--- src/rtl/rgbhsv_pkg.sv ---
// shared types for the rgb to hsv converter
`timescale 1ns / 1ps

package rgbhsv_pkg;

	// which channel holds the maximum
	typedef enum logic [1:0] {
		SEC_RED,
		SEC_GREEN,
		SEC_BLUE
	} sector_t;

endpackage

--- src/rtl/rgb_to_hsv_converter_core.sv ---
// Pixel-rate RGB to HSV converter.
// Throughput: one pixel request per cycle while hsv_ready is high or an empty stage can close up.
// Each divider step is a pipeline stage; empty stages close up while the output stalls.
// Reset (arst_n low) clears only the stage valid bits.
`timescale 1ns / 1ps

module rgb_to_hsv_converter_core #(
	parameter int CHANNEL_BITS  = 12,
	parameter int HUE_FRAC_BITS = 4
) (
	input  logic                         clk,
	input  logic                         arst_n,
	input  logic                         pix_valid,
	output logic                         pix_ready,
	input  logic [CHANNEL_BITS-1:0]      red_in,
	input  logic [CHANNEL_BITS-1:0]      green_in,
	input  logic [CHANNEL_BITS-1:0]      blue_in,
	output logic                         hsv_valid,
	input  logic                         hsv_ready,
	output logic [HUE_FRAC_BITS+8:0]     hue_out,
	output logic [CHANNEL_BITS-1:0]      saturation_out,
	output logic [CHANNEL_BITS-1:0]      value_out
);
	import rgbhsv_pkg::*;

	localparam int CB = CHANNEL_BITS;
	localparam int HB = HUE_FRAC_BITS + 9;
	// hue quotient never exceeds one sector, which fits in this many bits
	localparam int QB = HUE_FRAC_BITS + 6;
	localparam int ND = (CB > QB) ? CB : QB;
	localparam int NS = ND + 3;
	localparam logic [HB-1:0] SECTOR_H = HB'(60 << HUE_FRAC_BITS);
	localparam logic [HB-1:0] TURN_H   = HB'(360 << HUE_FRAC_BITS);
	localparam logic [CB+QB-1:0] SECTOR_M = (CB+QB)'(60 << HUE_FRAC_BITS);

	// stage valids and advance enables, bit 0 is the first stage
	logic [NS-1:0] stage_vld;
	logic [NS-1:0] stage_en;

	// stage 1: max, min, sector and signed difference
	logic                v_s1;
	logic [CB-1:0]       mx_s1;
	logic [CB-1:0]       mn_s1;
	logic signed [CB:0]  diff_s1;
	sector_t             sec_s1;

	// stage 2: divider operands
	logic                v_s2;
	logic [CB-1:0]       mx_s2;
	logic [CB-1:0]       delta_s2;
	logic                neg_s2;
	logic                grey_s2;
	sector_t             sec_s2;
	logic [CB-1:0]       sat_rem_s2;
	logic [CB-1:0]       sat_low_s2;
	logic [CB-1:0]       hue_rem_s2;
	logic [QB-1:0]       hue_low_s2;

	// stage 3: one register set per divider step
	logic [ND-1:0]       vld_s3;
	logic [CB-1:0]       mx_s3       [ND];
	logic [CB-1:0]       delta_s3    [ND];
	logic [ND-1:0]       neg_s3;
	logic [ND-1:0]       grey_s3;
	sector_t             sec_s3      [ND];
	logic [CB-1:0]       sat_rem_s3  [ND];
	logic [CB-1:0]       sat_low_s3  [ND];
	logic [CB-1:0]       hue_rem_s3  [ND];
	logic [QB-1:0]       hue_low_s3  [ND];

	// stage 4: output register
	logic                v_s4;
	logic [HB-1:0]       hue_s4;
	logic [CB-1:0]       sat_s4;
	logic [CB-1:0]       val_s4;

	// flow control: a stage moves when hsv_ready is high or when it or any later stage is empty
	always_comb begin
		stage_vld[0]      = v_s1;
		stage_vld[1]      = v_s2;
		stage_vld[NS-2:2] = vld_s3;
		stage_vld[NS-1]   = v_s4;
		for (int k = 0; k < NS; k++) begin
			stage_en[k] = hsv_ready |
				~&(stage_vld | ((NS'(1) << k) - NS'(1)));
		end
	end

	assign pix_ready = stage_en[0];

	// stage 1 logic
	logic          r_ge_g, r_ge_b, g_ge_b;
	logic [CB-1:0] mx_c, mn_c;
	logic [CB:0]   diff_c;
	sector_t       sec_c;

	always_comb begin
		r_ge_g = red_in >= green_in;
		r_ge_b = red_in >= blue_in;
		g_ge_b = green_in >= blue_in;
		if (r_ge_g && r_ge_b) begin
			sec_c  = SEC_RED;
			mx_c   = red_in;
			diff_c = {1'b0, green_in} - {1'b0, blue_in};
		end else if (g_ge_b) begin
			sec_c  = SEC_GREEN;
			mx_c   = green_in;
			diff_c = {1'b0, blue_in} - {1'b0, red_in};
		end else begin
			sec_c  = SEC_BLUE;
			mx_c   = blue_in;
			diff_c = {1'b0, red_in} - {1'b0, green_in};
		end
		if (!r_ge_g && !r_ge_b) begin
			mn_c = red_in;
		end else if (!g_ge_b) begin
			mn_c = green_in;
		end else begin
			mn_c = blue_in;
		end
	end

	always_ff @(posedge clk or negedge arst_n) begin
		if (!arst_n) begin
			v_s1 <= 1'b0;
		end else if (stage_en[0]) begin
			v_s1 <= pix_valid;
		end
	end

	always_ff @(posedge clk) begin
		if (stage_en[0]) begin
			mx_s1   <= mx_c;
			mn_s1   <= mn_c;
			diff_s1 <= diff_c;
			sec_s1  <= sec_c;
		end
	end

	// stage 2 logic: delta, magnitude, both dividends
	logic [CB-1:0]    delta_c;
	logic             neg_c;
	logic [CB:0]      mag_w;
	logic [2*CB-1:0]  sat_num_c;
	logic [CB+QB-1:0] hue_num_c;

	always_comb begin
		delta_c   = mx_s1 - mn_s1;
		neg_c     = diff_s1[CB];
		mag_w     = neg_c ? (~diff_s1 + 1'b1) : diff_s1;
		// delta * full scale as delta * 2^n - delta
		sat_num_c = {delta_c, {CB{1'b0}}} - {{CB{1'b0}}, delta_c};
		hue_num_c = (CB+QB)'(mag_w[CB-1:0]) * SECTOR_M;
	end

	always_ff @(posedge clk or negedge arst_n) begin
		if (!arst_n) begin
			v_s2 <= 1'b0;
		end else if (stage_en[1]) begin
			v_s2 <= v_s1;
		end
	end

	always_ff @(posedge clk) begin
		if (stage_en[1]) begin
			mx_s2      <= mx_s1;
			delta_s2   <= delta_c;
			neg_s2     <= neg_c;
			grey_s2    <= (delta_c == '0);
			sec_s2     <= sec_s1;
			sat_rem_s2 <= sat_num_c[2*CB-1:CB];
			sat_low_s2 <= sat_num_c[CB-1:0];
			hue_rem_s2 <= hue_num_c[CB+QB-1:QB];
			hue_low_s2 <= hue_num_c[QB-1:0];
		end
	end

	// stage 3: restoring division, one bit per step until each quotient is complete
	for (genvar k = 0; k < ND; k++) begin : g_div
		logic          src_v;
		logic [CB-1:0] src_mx, src_delta;
		logic          src_neg, src_grey;
		sector_t       src_sec;
		logic [CB-1:0] src_sat_rem, src_sat_low, src_hue_rem;
		logic [QB-1:0] src_hue_low;
		logic [CB-1:0] nxt_sat_rem, nxt_sat_low, nxt_hue_rem;
		logic [QB-1:0] nxt_hue_low;

		if (k == 0) begin : g_first
			assign src_v       = v_s2;
			assign src_mx      = mx_s2;
			assign src_delta   = delta_s2;
			assign src_neg     = neg_s2;
			assign src_grey    = grey_s2;
			assign src_sec     = sec_s2;
			assign src_sat_rem = sat_rem_s2;
			assign src_sat_low = sat_low_s2;
			assign src_hue_rem = hue_rem_s2;
			assign src_hue_low = hue_low_s2;
		end else begin : g_next
			assign src_v       = vld_s3[k-1];
			assign src_mx      = mx_s3[k-1];
			assign src_delta   = delta_s3[k-1];
			assign src_neg     = neg_s3[k-1];
			assign src_grey    = grey_s3[k-1];
			assign src_sec     = sec_s3[k-1];
			assign src_sat_rem = sat_rem_s3[k-1];
			assign src_sat_low = sat_low_s3[k-1];
			assign src_hue_rem = hue_rem_s3[k-1];
			assign src_hue_low = hue_low_s3[k-1];
		end

		// saturation step, divisor is the maximum
		if (k < CB) begin : g_sat
			logic [CB:0] trial;
			logic        take;
			always_comb begin
				trial       = {src_sat_rem, src_sat_low[CB-1]};
				take        = trial >= {1'b0, src_mx};
				nxt_sat_rem = take ? CB'(trial - {1'b0, src_mx}) : trial[CB-1:0];
				nxt_sat_low = {src_sat_low[CB-2:0], take};
			end
		end else begin : g_sat_hold
			assign nxt_sat_rem = src_sat_rem;
			assign nxt_sat_low = src_sat_low;
		end

		// hue step, divisor is delta
		if (k < QB) begin : g_hue
			logic [CB:0] trial;
			logic        take;
			always_comb begin
				trial       = {src_hue_rem, src_hue_low[QB-1]};
				take        = trial >= {1'b0, src_delta};
				nxt_hue_rem = take ? CB'(trial - {1'b0, src_delta}) : trial[CB-1:0];
				nxt_hue_low = {src_hue_low[QB-2:0], take};
			end
		end else begin : g_hue_hold
			assign nxt_hue_rem = src_hue_rem;
			assign nxt_hue_low = src_hue_low;
		end

		always_ff @(posedge clk or negedge arst_n) begin
			if (!arst_n) begin
				vld_s3[k] <= 1'b0;
			end else if (stage_en[k+2]) begin
				vld_s3[k] <= src_v;
			end
		end

		always_ff @(posedge clk) begin
			if (stage_en[k+2]) begin
				mx_s3[k]      <= src_mx;
				delta_s3[k]   <= src_delta;
				neg_s3[k]     <= src_neg;
				grey_s3[k]    <= src_grey;
				sec_s3[k]     <= src_sec;
				sat_rem_s3[k] <= nxt_sat_rem;
				sat_low_s3[k] <= nxt_sat_low;
				hue_rem_s3[k] <= nxt_hue_rem;
				hue_low_s3[k] <= nxt_hue_low;
			end
		end
	end

	// stage 4 logic: sector offset, sign and wrap
	logic [HB-1:0] q_c;
	logic [HB-1:0] off_c;
	logic [HB-1:0] hue_c;

	always_comb begin
		q_c = HB'(hue_low_s3[ND-1]);
		case (sec_s3[ND-1])
			SEC_RED:   off_c = '0;
			SEC_GREEN: off_c = SECTOR_H << 1;
			SEC_BLUE:  off_c = SECTOR_H << 2;
			default:   off_c = '0;
		endcase
		if (grey_s3[ND-1]) begin
			hue_c = '0;
		end else if (!neg_s3[ND-1]) begin
			hue_c = off_c + q_c;
		end else if (sec_s3[ND-1] == SEC_RED && q_c != '0) begin
			// negative hue in the red sector wraps by one turn
			hue_c = TURN_H - q_c;
		end else begin
			hue_c = off_c - q_c;
		end
	end

	always_ff @(posedge clk or negedge arst_n) begin
		if (!arst_n) begin
			v_s4 <= 1'b0;
		end else if (stage_en[NS-1]) begin
			v_s4 <= vld_s3[ND-1];
		end
	end

	always_ff @(posedge clk) begin
		if (stage_en[NS-1]) begin
			hue_s4 <= hue_c;
			sat_s4 <= grey_s3[ND-1] ? '0 : sat_low_s3[ND-1];
			val_s4 <= mx_s3[ND-1];
		end
	end

	// outputs
	assign hsv_valid      = v_s4;
	assign hue_out        = hue_s4;
	assign saturation_out = sat_s4;
	assign value_out      = val_s4;

endmodule
--- config.mk ---
export PLATFORM = sky130hd
export DESIGN_NAME = rgb_to_hsv_converter_core
export DESIGN_NICKNAME = d
export VERILOG_FILES = /design/src/rtl/rgbhsv_pkg.sv /design/src/rtl/rgb_to_hsv_converter_core.sv
export SDC_FILE = /design/constraint.sdc
export NUM_CORES = 2
export LEC_CHECK = 0
export CAP_MARGIN = 20
export CORE_UTILIZATION = 64
export CTS_CLUSTER_SIZE = 28
export DETAILED_ROUTE_END_ITERATION = 16
export DONT_BUFFER_PORTS = 1
export PLACE_DENSITY = 0.8
export SETUP_SLACK_MARGIN = 0.1
export SYNTH_ARGS = -nofsm -noshare
export SYNTH_HDL_FRONTEND = slang
export SYNTH_SLANG_ARGS = --single-unit
--- constraint.sdc ---
create_clock -name clk -period 7.6 [get_ports clk]
set_input_delay 0.76 -clock clk [delete_from_list [all_inputs] [get_ports clk]]
set_output_delay 0.76 -clock clk [all_outputs]
set_load 0.02 [all_outputs]
==> summary.txt <==
Die
  • Die width: 273 µm
  • DIE AREA: 74,600 µm²
  • Area of the core: 72,800 µm²
  • I/O pin cnt: 79
  • Initial Util: 64.6%
  • Row count: 99
  • Die Ht: 273 µm

Layout
  • Final core utilization: 70.7%
  • Area grow syn2layout: 9.43%
  • # fillers: 4,813
  • Layout cell share with drive strength beyond 1: 10.7%
  • Inserted Diodes: 0
  • Final #Nets: 4,183

Status
  • Status: finished, final reports clean

Routing
  • DRT iter0 DRCs: 1,642
  • Final wirelength: 88,200 µm
  • Via total after detailed routing: 28,000
  • Drt wl/cell: 18.4 µm
  • DRT Pass-1 Iters: 6
  • DRC Markers: 0
  • Vias/cell: 5.83
  • Routed Antenna Nets: 0

Run
  • Number of max-cap violations: 0

Clock network
  • Clk root buf: clkbuf_16
  • Clk slew on worst S/H paths: 60 ps
  • CTS tree: built
  • TritonCTS buffer count: 92
  • Clk Latency, worst-skew pair: 650 ps
  • Clock buffer depth: 3
  • Htree depth: 3
  • Clock sinks: 914

Logic synthesis
  • Post-Syn Area: 47,100 µm²
  • Seq cells post-synth: 914
  • Main flop type after synthesis: edfxtp_1
  • Post-Synthesis Cells: 3,678
  • EDFF count, synth: 899
  • Sequential fraction of the synthesis area: 58.2%
  • Synthesized area per cell: 12.8 µm²
  • Yosys synthesis warning count: 0
  • Post-synthesis cell type count: 74
  • Fraction of registers with async set or reset after synthesis: 1.64%
  • Net Count, Synth: 4,102

Critical path
  • CP Launch Type: flop
  • WP buf/inv: 2
  • RR Endpoint: g_div[0].src_hue_rem[10]$_DFFE_PP_
  • Worst EP required: 7990 ps
  • CP Class: reg2reg
  • Top Family by Delay on Critical Path: adder cells
  • CP max stage cell: fa_1
  • R2r startpoint: diff_s1[0]$_DFFE_PP_
  • CP Max Fanout: 5
  • Crit. End Element: flop
  • Crit path largest cell delay: 540 ps
  • Worst EP arrival: 5200 ps
  • Critical path launch point: diff_s1[0]$_DFFE_PP_
  • Reg2Reg Setup Slack: 2780 ps
  • R2R depth: 14
  • Worst path cell trace: inv_1 > nand2_1 > or4_1 > or4_1 > o21ai_0 > xor2_1 > fa_1 > fa_1 > inv_1 > ha_1 > and3_1 > a2111oi_0 > o21bai_1 > xor2_1

GRT
  • Vias in the first global route: 28,600
  • Largest net degree at the start of global routing: 74
  • First-pass GRT wire length: 142,000 µm
  • Total gr overflow: 0
  • Initial antenna violation count: 2
  • Global Route Usage Sum: 23.8%

Timing
  • Max Transition Viols Final: 0
  • Setup TNS: 0 ps
  • Final Hold Viols: 0
  • Clock Skews: 28.5 ps
  • Worst slew pin tran: 1040 ps
  • Endpoints failing setup: 0
  • Part of the cycle the worst path needs: 63.4%
  • RSZ-0062 raised after global routing: false
  • Maximum clock rate: 0.208 GHz
  • Rel. slew slack: 30.4%
  • Minimum clock period: 4820 ps

Worst hold path
  • Hold endpoint: v_s1$_DFFE_PN0P_
  • Hold path depth: 1
  • Hold Crit Class: in2reg
  • HP Start: pix_valid

Placed design
  • Hpwl dp: 62,700 µm
  • Routability cong.: 0.907
  • IO Port Bufs: 0
-- through the flow --
stage / hold slack [ps] / area, µm² / instances / setup WS (ps)
3_3_place_gp: 401 / 48400 / 4623 / 2780
2_1_floorplan: 400 / 47100 / 3678 / 1310
4_1_cts: 206 / 51500 / 4795 / 2750
5_1_grt: 241 / 51500 / 4795 / 2500
6_report: 232 / 51500 / 4795 / 2780
3_5_place_dp: 405 / 48400 / 4623 / 2770
-- sequential cells by signal, summed over array words and instances, names as in the netlist, 13 cells and up --
signal and count:
diff_s1 13, hue_rem_s3 108, mx_s3 144, delta_s3 108, sec_s3 24, sat_low_s3 135, hue_out 13, hue_low_s3 81
sat_rem_s3 132
-- what timing repair did --
item | in CTS | in global routing
hold endpoints to repair | 15 | 0
hold buffers | 1 | 0
endpoints found under the setup margin | 0 | 0
setup buffers | 0 | 0
gates resized for setup | 0 | 0
-- layer usage --
layer  global-route usage (%)  vias up  wire length (µm)
met5                        0        -                27
met4                     10.5        4              3510
met3                     3.50      229              3780
met2                     45.0      689             47000
met1                     26.2    13400             33800
li1                         -    13600                 -
-- worst max-delay path by stage --
stage | to | depth (start not counted)
6_report | g_div[0].src_hue_rem[10]$_DFFE_PP_ | 14
5_1_grt | g_div[0].src_hue_rem[10]$_DFFE_PP_ | 14
4_1_cts | g_div[0].src_hue_rem[10]$_DFFE_PP_ | 14
3_5_place_dp | g_div[0].src_hue_rem[10]$_DFFE_PP_ | 14
3_3_place_gp | g_div[0].src_hue_rem[10]$_DFFE_PP_ | 14
2_1_floorplan | delta_s2[0]$_DFFE_PP_ | 6
-- Yosys cell counts (all sizes together), types with 9 or more instances --
cell type | number | area, µm²
a211o | 16 | 140
fa | 39 | 781
xor2 | 97 | 850
nor3 | 64 | 337
mux2i | 52 | 521
inv | 456 | 1710
a211oi | 21 | 158
clkbuf | 41 | 154
o21a | 50 | 375
and2 | 12 | 75.1
nor2b | 86 | 538
nand2b | 38 | 238
nand2 | 158 | 593
a31oi | 51 | 319
or3 | 19 | 129
o21bai | 10 | 75.1
dfrtp | 15 | 375
o31ai | 29 | 218
a21boi | 22 | 165
edfxtp | 899 | 27000
a21oi | 152 | 761
o31a | 9 | 78.8
nand3 | 25 | 125
nor2 | 197 | 739
or4b | 10 | 100
ha | 345 | 4320
nand4b | 10 | 87.6
o21ai | 178 | 891
or2 | 17 | 109
nand4 | 67 | 419
a21o | 99 | 743
mux2 | 184 | 2070
xnor2 | 121 | 1060
-- logic make-up (layout without fill, tap and decap cells) --
group | count (synthesis) | in the layout | synth area share [%]
multiplexers | 236 | 236 | 5.51
flip-flops | 914 | 914 | 58.2
buffers and inverters | 501 | 659 | 4.00
AO/OA/AOI/OAI | 692 | 692 | 9.50
XOR/XNOR | 218 | 218 | 4.06
adder cells (fa/ha/maj) | 389 | 389 | 10.9
AND/OR/NAND/NOR | 728 | 728 | 7.84
-- layout make-up --
type	instances	area (µm²)	share of cell area (%)
clock buffer	109	2420	4.69
clock inverter	62	689	1.34
inverter	456	1710	3.32
multi-input combinational	2263	17900	34.7
sequential	914	27400	53.2
tap	959	1200	2.33
timing repair buffer	32	243	0.471
-- cell usage in the layout, fill, tap and decap left out, drive strengths merged, types with 39 or more instances in the layout --
| cell | instances |
|---|---|
| a21o | 99 |
| a21oi | 152 |
| a31oi | 51 |
| clkbuf | 109 |
| clkinv | 40 |
| edfxtp | 899 |
| fa | 39 |
| ha | 345 |
| inv | 460 |
| mux2 | 184 |
| mux2i | 52 |
| nand2 | 158 |
| nand4 | 67 |
| nor2 | 197 |
| nor2b | 86 |
| nor3 | 64 |
| o21a | 50 |
| o21ai | 178 |
| xnor2 | 121 |
| xor2 | 97 |
Power is left out: the tool's default activity adds up to more than one toggle a clock period on the data nets, which glitch-free logic cannot reach.
